==> config.mk <==
export PLATFORM = sky130hd
export DESIGN_NAME = utf8_gbk_encoding_detector_unit
export DESIGN_NICKNAME = d
export VERILOG_FILES = /design/src/hdl/ugd_pkg.sv /design/src/hdl/utf8_gbk_encoding_detector_unit.sv /design/src/hdl/ugd_scan.sv
export SDC_FILE = /design/constraint.sdc
export NUM_CORES = 1
export LEC_CHECK = 0
export ABC_AREA = 1
export BUFFER_PORTS_ARGS = -buffer_cell sky130_fd_sc_hd__buf_2
export CAP_MARGIN = 20
export CORE_ASPECT_RATIO = 1.4
export CORE_MARGIN = 3
export CORE_UTILIZATION = 30
export CTS_CLUSTER_DIAMETER = 100
export DETAILED_ROUTE_END_ITERATION = 10
export MAX_ROUTING_LAYER = met4
export PLACE_DENSITY = 0.56
export SLEW_MARGIN = 20
export SYNTH_ARGS = -nofsm -noshare
export SYNTH_HDL_FRONTEND = slang
export SYNTH_HIERARCHICAL = 1
export SYNTH_SLANG_ARGS = --single-unit
==> constraint.sdc <==
create_clock -name clk -period 2.19 [get_ports clk]
set_clock_uncertainty 0.2 [all_clocks]
set_input_delay 0.1095 -clock clk [delete_from_list [all_inputs] [get_ports clk]]
set_output_delay 0.1095 -clock clk [all_outputs]
set_load 0.02 [all_outputs]
==> src/hdl/ugd_pkg.sv <==
// ----------------------------------------------------------------------------
// ugd_pkg: shared types and constants for the UTF-8 / GBK detector
// Byte constants, window sizing and the scanner state record.
// ----------------------------------------------------------------------------
package ugd_pkg;

  localparam int SAMPLE_BYTES = 4096;
  localparam int WIN_W        = $clog2(SAMPLE_BYTES + 1);

  localparam logic [7:0] BOM_B0        = 8'hef;
  localparam logic [7:0] BOM_B1        = 8'hbb;
  localparam logic [7:0] BOM_B2        = 8'hbf;
  localparam logic [7:0] HIGH_MIN      = 8'h80;
  localparam logic [7:0] U2_LEAD_MIN   = 8'hc2;
  localparam logic [7:0] U2_LEAD_MAX   = 8'hdf;
  localparam logic [7:0] U3_LEAD_MIN   = 8'he0;
  localparam logic [7:0] U3_LEAD_MAX   = 8'hef;
  localparam logic [7:0] U4_LEAD_MIN   = 8'hf0;
  localparam logic [7:0] U4_LEAD_MAX   = 8'hf4;
  localparam logic [7:0] U3_LEAD_E0    = 8'he0;
  localparam logic [7:0] U3_LEAD_ED    = 8'hed;
  localparam logic [7:0] BOUND_90      = 8'h90;
  localparam logic [7:0] BOUND_A0      = 8'ha0;
  localparam logic [7:0] GBK_LEAD_MIN  = 8'h81;
  localparam logic [7:0] GBK_LEAD_MAX  = 8'hfe;
  localparam logic [7:0] GBK_TRAIL_MIN = 8'h40;
  localparam logic [7:0] GBK_TRAIL_MAX = 8'hfe;
  localparam logic [7:0] GBK_TRAIL_BAD = 8'h7f;

  localparam logic ENC_UTF8 = 1'b0;
  localparam logic ENC_GBK  = 1'b1;

  typedef struct packed {
    logic [7:0] utf8_lead;
    logic [1:0] utf8_remaining;
    logic       utf8_pending_error;
    logic       utf8_failed;
    logic       gbk_expect_trail;
    logic       gbk_failed;
  } scan_state_t;

  // total sequence length for a lead byte, zero if not a legal lead
  function automatic logic [2:0] seq_length(input logic [7:0] lead);
    logic [2:0] len;
    len = 3'd0;
    if (lead >= U2_LEAD_MIN && lead <= U2_LEAD_MAX) len = 3'd2;
    else if (lead >= U3_LEAD_MIN && lead <= U3_LEAD_MAX) len = 3'd3;
    else if (lead >= U4_LEAD_MIN && lead <= U4_LEAD_MAX) len = 3'd4;
    return len;
  endfunction

endpackage

==> src/hdl/utf8_gbk_encoding_detector_unit.sv <==
// ----------------------------------------------------------------------------
// utf8_gbk_encoding_detector_unit: UTF-8 / GBK text encoding detector
// Scans a file one byte per beat and reports the encoding after the last byte.
// The verdict is registered: it is valid in the cycle after the beat carrying last_byte.
// Throughput: one byte per cycle unless a waiting verdict with out_ready low stalls it;
// the per-byte state update is one register stage, and the verdict register is emptied in the same cycle it is taken.
// Reset: synchronous rst clears all scan state and the output valid.
// ----------------------------------------------------------------------------
module utf8_gbk_encoding_detector_unit (
  input  logic       clk,
  input  logic       rst,
  input  logic       in_valid,
  output logic       in_ready,
  input  logic [7:0] data_byte,
  input  logic       last_byte,
  output logic       out_valid,
  input  logic       out_ready,
  output logic       encoding,
  output logic       has_bom
);

  typedef enum logic [1:0] {POS_START, POS_EF, POS_EFBB, POS_DONE} pos_t;

  pos_t                      pos, pos_next;
  logic                      bom_seen, bom_seen_next;
  logic                      high_seen, high_seen_next;
  logic [ugd_pkg::WIN_W-1:0] win_count, win_count_next;
  ugd_pkg::scan_state_t      scan, scan_out, scan_next;
  logic                      in_window;
  logic                      in_fire;

  assign in_ready = !out_valid || out_ready;
  assign in_fire  = in_valid && in_ready;

  ugd_scan u_scan (
    .data_byte (data_byte),
    .cur       (scan),
    .nxt       (scan_out)
  );

  always_comb begin
    pos_next      = pos;
    bom_seen_next = bom_seen;
    unique case (pos)
      POS_START: pos_next = (data_byte == ugd_pkg::BOM_B0) ? POS_EF : POS_DONE;
      POS_EF:    pos_next = (data_byte == ugd_pkg::BOM_B1) ? POS_EFBB : POS_DONE;
      POS_EFBB: begin
        if (data_byte == ugd_pkg::BOM_B2) bom_seen_next = 1'b1;
        pos_next = POS_DONE;
      end
      POS_DONE:  pos_next = POS_DONE;
      default:   pos_next = POS_DONE;
    endcase
  end

  // window opens at the first high byte and closes after SAMPLE_BYTES bytes
  assign in_window      = (high_seen || data_byte >= ugd_pkg::HIGH_MIN) &&
                          (win_count < ugd_pkg::WIN_W'(ugd_pkg::SAMPLE_BYTES));
  assign high_seen_next = high_seen || in_window;
  assign win_count_next = in_window ? win_count + ugd_pkg::WIN_W'(1) : win_count;
  assign scan_next      = in_window ? scan_out : scan;

  always_ff @(posedge clk) begin
    if (rst) begin
      pos       <= POS_START;
      bom_seen  <= 1'b0;
      high_seen <= 1'b0;
      win_count <= '0;
      scan      <= '0;
      out_valid <= 1'b0;
      encoding  <= ugd_pkg::ENC_UTF8;
      has_bom   <= 1'b0;
    end else begin
      if (in_fire && last_byte) out_valid <= 1'b1;
      else if (out_ready) out_valid <= 1'b0;
      if (in_fire) begin
        if (last_byte) begin
          has_bom   <= bom_seen_next;
          if (!bom_seen_next && high_seen_next &&
              scan_next.utf8_failed && !scan_next.gbk_failed)
            encoding <= ugd_pkg::ENC_GBK;
          else
            encoding <= ugd_pkg::ENC_UTF8;
          // next beat starts a new file
          pos       <= POS_START;
          bom_seen  <= 1'b0;
          high_seen <= 1'b0;
          win_count <= '0;
          scan      <= '0;
        end else begin
          pos       <= pos_next;
          bom_seen  <= bom_seen_next;
          high_seen <= high_seen_next;
          win_count <= win_count_next;
          scan      <= scan_next;
        end
      end
    end
  end

endmodule

==> src/hdl/ugd_scan.sv <==
// ----------------------------------------------------------------------------
// ugd_scan: per-byte UTF-8 and GBK checker
// Next-state logic for both validity checks on one window byte.
// ----------------------------------------------------------------------------
module ugd_scan (
  input  logic [7:0]           data_byte,
  input  ugd_pkg::scan_state_t cur,
  output ugd_pkg::scan_state_t nxt
);

  logic [2:0] lead_len;
  logic [2:0] byte_len;
  logic       second;
  logic       bad;

  assign lead_len = ugd_pkg::seq_length(cur.utf8_lead);
  assign byte_len = ugd_pkg::seq_length(data_byte);
  assign second   = (lead_len != 3'd0) &&
                    ({1'b0, cur.utf8_remaining} == lead_len - 3'd1);

  always_comb begin
    bad = (data_byte[7:6] != 2'b10);
    if (second) begin
      if (cur.utf8_lead == ugd_pkg::U3_LEAD_E0 && data_byte < ugd_pkg::BOUND_A0) bad = 1'b1;
      if (cur.utf8_lead == ugd_pkg::U3_LEAD_ED && data_byte >= ugd_pkg::BOUND_A0) bad = 1'b1;
      if (cur.utf8_lead == ugd_pkg::U4_LEAD_MIN && data_byte < ugd_pkg::BOUND_90) bad = 1'b1;
      if (cur.utf8_lead == ugd_pkg::U4_LEAD_MAX && data_byte >= ugd_pkg::BOUND_90) bad = 1'b1;
    end
  end

  always_comb begin
    nxt = cur;
    // UTF-8: errors inside a sequence only commit when it completes
    if (cur.utf8_remaining == 2'd0) begin
      if (data_byte >= ugd_pkg::HIGH_MIN) begin
        if (byte_len == 3'd0) begin
          nxt.utf8_failed = 1'b1;
        end else begin
          nxt.utf8_lead          = data_byte;
          nxt.utf8_remaining     = 2'(byte_len - 3'd1);
          nxt.utf8_pending_error = 1'b0;
        end
      end
    end else begin
      nxt.utf8_remaining = cur.utf8_remaining - 2'd1;
      if (cur.utf8_remaining == 2'd1) begin
        if (cur.utf8_pending_error || bad) nxt.utf8_failed = 1'b1;
        nxt.utf8_pending_error = 1'b0;
      end else if (bad) begin
        nxt.utf8_pending_error = 1'b1;
      end
    end

    // GBK lead/trail pairing
    if (cur.gbk_expect_trail) begin
      if (!(data_byte >= ugd_pkg::GBK_TRAIL_MIN && data_byte <= ugd_pkg::GBK_TRAIL_MAX &&
            data_byte != ugd_pkg::GBK_TRAIL_BAD)) nxt.gbk_failed = 1'b1;
      nxt.gbk_expect_trail = 1'b0;
    end else if (data_byte >= ugd_pkg::HIGH_MIN) begin
      if (data_byte >= ugd_pkg::GBK_LEAD_MIN && data_byte <= ugd_pkg::GBK_LEAD_MAX)
        nxt.gbk_expect_trail = 1'b1;
      else
        nxt.gbk_failed = 1'b1;
    end
  end

endmodule

-- After elaboration in Yosys (flattened, before gate mapping)
Index checks and enable logic that the tools add are counted.
W data, S select, Z words.
- equal/unequal tests: 17
- reduce and logical (&&, ||, !) cells: 42
- multiplexer cells: 40
- $add $sub $neg: 4
- $lt $le $gt $ge: 21
- operators with widths (kind ; number):
    $ge A8 B8 Y1 const B ; 10
    $eq A8 B8 Y1 const B ; 7
    $le A8 B8 Y1 const B ; 7
    $mux W14 ; 2
    $mux W13 ; 2
    $mux W1 ; 21
    $logic_and A1 B1 Y1 ; 20
    $mux W3 ; 6
    $lt A8 B8 Y1 const B ; 2
    $add A13 B1 Y13 const B ; 1
    $lt A13 B13 Y1 const B ; 1
    $mux W12 ; 1
    $mux W11 ; 1
    $reduce_and A5 Y1 ; 2
    $ge A8 B7 Y1 const B ; 1
    $mux W2 ; 4
    $mux W8 ; 1
    $ne A8 B7 Y1 const B ; 1
    $reduce_bool A2 Y1 ; 4
    $ne A3 B3 Y1 const B ; 2
    $pmux W2 S3 ; 1
    $eq A2 B1 Y1 const B ; 2
    $eq A2 B2 Y1 const B ; 2
    $logic_not A2 Y1 ; 2
    13 further kinds ; 21
- register bits: 34
- input bits: 13
- word-level logic and storage cells: 137
- output and inout port bits: 4

-- Depth between registers and ports, before layout
- depth in word-level cells: 17
- depth in mapped cells: 18
- depth with buffers taken out: 18

-- Cells and area by module
Netlist, hierarchy kept.
- modules (own cells, without submodules) (module ; cells an instance ; seq. area each (um2) ; area each (um2) ; times used):
    utf8_gbk_encoding_detector_unit ; 225 ; 680.7 ; 1566.5 ; 1
    ugd_scan ; 121 ; 0.0 ; 573.0 ; 1

-- Least setup slack after synthesis
OpenSTA, ideal clock, no wires.
- kind: flip-flop to flip-flop
- start point: register scan[8] (netlist name)
- end point: register scan[2] (netlist name)
- arrival time: 1.770 ns
- setup time: 0.065 ns
- required time: 1.925 ns
- stages on the path, launching flop included: 18
- buffers on the path: 0
- path slack: 0.155 ns
- period minus slack after synthesis: 2.035 ns
- cell sequence: dfxtp_1 -> inv_1 -> nor2_1 -> nand2_1 -> nor2_1 -> nor2_1 -> ha_1 -> inv_1 -> nor2_1 -> nand3_1 -> nor2_1 -> nand2_1 -> nand2_1 -> nand2_1 -> nand2_1 -> o21ai_0 -> o21a_1 -> nor2_1
- RTL lines (element ; RTL line ; text):
    start: declaration ; utf8_gbk_encoding_detector_unit.sv:28 ; ugd_pkg::scan_state_t scan, scan_out, scan_next;
    start signal: assignment ; utf8_gbk_encoding_detector_unit.sv:95 ; scan <= scan_next;

==> flow_summary.json <==
{
  "finalSetupViolCount": 0,
  "startpoint_of_the_worst_register_to_register_path": "scan[10]",
  "outcome": "completed",
  "layout_common_cells": "nand2_1 (105), inv_1 (48), nor2_1 (33), a21oi_1 (30), dfxtp_1 (28)",
  "route.detailed.drc": 0,
  "worst_slew_margin_rel_pct": 74.5,
  "final_core_utilization_pct": 37.3,
  "crit_fanout": 4,
  "worst_path_most_repeated_cell": "nand2_1",
  "die-height_um": 106,
  "yosys_warnings": 6,
  "fin_crit_ns": 2.11,
  "ys_async_sr_fraction_pct": 0,
  "synth_cells": 346,
  "floorplan.initialDensity_pct": 31.7,
  "final-max-slew-violation-count": 0,
  "power_per_cell_area_nw_per_um2": 519,
  "cts_max_path_buffers": 2,
  "tritoncts": "built",
  "synth_area_per_cell_um2": 6.18,
  "globalRouteOverflowTotal": 0,
  "timing_worst_setup_path_type": "reg -> reg",
  "vias_after_detailed_routing": 2131,
  "worst_skew_pair.late_latency_ns": 0.29,
  "gpl.final_weighted_congestion": 0.786,
  "clock-sinks": 34,
  "adder_and_majority_gate_portion_of_the_synthesized_area_pct": 1.17,
  "globalRouteTotalUtil_pct": 13.7,
  "ioPinCount": 17,
  "fin_total_pwr_w": 0.00131,
  "post_route_cells_drive_above_1_share_pct": 21.5,
  "core_area_um2": 6740,
  "crit_arrival_ns": 2.14,
  "avgViaCountPerCell": 4.55,
  "route.detailed.wl_per_inst_um": 11.0,
  "ctsHtreeMaxLevel": 2,
  "critical_path.endpoint_type": "register",
  "largest_family_of_logic_cells_by_synthesized_area": "simple AND/OR/NAND/NOR gates",
  "first_global_vias": 2018,
  "cts_buffers": 5,
  "worst-endpoint-required_ns": 2.22,
  "drt_iter0_markers": 116,
  "synth_enable_flop_cells": 0,
  "number_of_distinct_standard_cells_referenced_by_the_synthesized_netlist": 29,
  "worst_path_max_delay_cell": "dfxtp_4",
  "mostFrequentLayoutCell": "nand2_1",
  "ys_dominant_reg_cell": "dfxtp_1",
  "synthMuxAreaShare_pct": 0,
  "layout_worst_path_cycle_share_pct": 96.3,
  "placement.setup.worst_slack_ns": -0.0378,
  "timing.final.ws_setup_ns": 0.0810,
  "buffer_ports.inserted": 16,
  "irDropWorstVdd_v": 0.000322,
  "worst_path_largest_cell_delay_ns": 0.38,
  "wirelength_um": 5140,
  "startpoint": "scan[10]",
  "nNetsFinal": 390,
  "die_area_um2": 8200,
  "drv.max_cap_violation_count": 0,
  "syn-num-nets": 361,
  "diodes": 0,
  "synth_compound_gate_area_share_pct": 15.1,
  "cts_root_buf": "clkbuf_8",
  "clk_transition_reported_paths_ns": 0.08,
  "number_of_core_rows": 35,
  "dpl.hpwl_um": 3770,
  "synthToLayoutAreaGrowth_pct": 17.7,
  "worstPathCellList": "nand2_2 -> inv_2 -> nand2_2 -> nor3_2 -> nor2_1 -> ha_1 -> inv_1 -> nor2_1 -> nand3_1 -> nor2_2 -> nand2_1 -> nand2_1 -> nand2_1 -> nand2_1 -> o21ai_2 -> o21a_1 -> nor2_1",
  "pin_count_of_the_biggest_net_entering_global_routing": 18,
  "timing.fmax_mhz": 474,
  "floorplan.die.width_um": 77.4,
  "drt_first_pass_iters": 4,
  "synth-seq-cells": 34,
  "hold_violations": 0,
  "synthSimpleGateAreaFrac_pct": 39.5,
  "synth.yosys.seq_area_share_pct": 31.8,
  "holdCritStartpoint": "rst",
  "synth_xor_area_share_pct": 0,
  "final_antenna_net_count": 0,
  "grt_setup_unrepaired": "yes",
  "antenna_found_initial": 0,
  "design_area_um2": 2520,
  "grt_pass1_wl_um": 8850,
  "placed_area_um2": 2350,
  "summed_instance_area_of_the_synthesized_netlist_um2": 2140,
  "timing_worst_slew_pin_value_ns": 0.382,
  "min-delay-path-class": "in -> reg",
  "cellLeakagePower_nw": 1.08,
  "fin_setup_tns_ns": 0,
  "start_kind": "register"
}
[timing repair]
item	CTS	global route
endpoints found under the hold margin	1	0
hold buffers	1	0
setup endpoints to repair	2	3
pin swaps	0	12
gates resized for setup	2	20
setup buffers	0	3
[kinds of logic (layout without fill, tap and decap cells)]
family,count (synthesis),after routing
fa+ha+maj,2,2
simple gates,195,195
compound gates,52,52
flops,34,34
buf+inv,63,93
[worst max-delay path, delay by kind of cell (launching register included)]
family / cells / cell delay (ns)
and+or+nand+nor: 12 / 0.89
DFF: 1 / 0.38
adders and majority gates: 1 / 0.26
AOI/OAI and AO/OA: 2 / 0.23
buffers and inverters: 2 / 0.07
[sequential cells by signal, indices dropped and copies added (netlist names)]
| signal | cells |
|---|---|
| scan | 14 |
| win_count | 13 |
| high_seen | 1 |
| bom_seen | 1 |
| pos | 2 |
| has_bom | 1 |
| encoding | 1 |
| out_valid | 1 |
[cells in the mapped netlist, types with 2 or more instances]
master	instances	area share (%)
nor3_1	8	1.9
clkbuf_1	2	0.35
nand2_1	108	19
o21ai_2	8	3.3
nand2_2	7	2.0
nand4_1	9	2.6
nand3_1	19	4.4
buf_6	3	1.6
nor2_1	38	6.7
inv_1	50	8.8
o211ai_1	2	0.70
dfxtp_1	34	32
a21oi_1	30	7.0
ha_1	2	1.2
inv_2	6	1.1
o21ai_0	7	1.6
[worst paths after layout]
kind,endpoint,slack [ns],cells past startpoint
worst max register to register,scan[2],0.08,17
worst min-delay path,scan[2],0.01,2
worst max-delay path,scan[2],0.08,17
worst min register to register,encoding,0.26,2
[per-stage QoR]
step,hold WS (ns),cells
2_1_floorplan,0.108,346
3_3_place_gp,0.244,456
3_5_place_dp,0.244,456
4_1_cts,0.000712,465
5_1_grt,0.0215,468
6_report,0.0142,468
[power by group]
group	leakage [nW]	switching [W]	internal (W)
clock	0.0482	0.000241	0.000254
combinational	0.749	0.000123	0.0000538
sequential	0.279	0.00000978	0.000626
[metal layers]
| layer | track usage [%] | up-vias | part of all wire, % |
|---|---|---|---|
| met4 | 5.09 | 0 | 1.9 |
| met1 | 14.8 | 957 | 44 |
| li1 | - | 1143 | - |
| met3 | 2.63 | 8 | 2.6 |
| met5 | - | - | 0 |
| met2 | 24.6 | 23 | 51 |
[area by class of cell]
class | count | area [um2]
clock buffer | 7 | 86.3
tap | 92 | 115
clock inverter | 1 | 5.00
inverter | 56 | 210
sequential | 34 | 693
multi-input combinational | 249 | 1230
fill | 774 | 4230
timing repair buffer | 29 | 180
No activity file was read; power rests on OpenSTA's default activity.
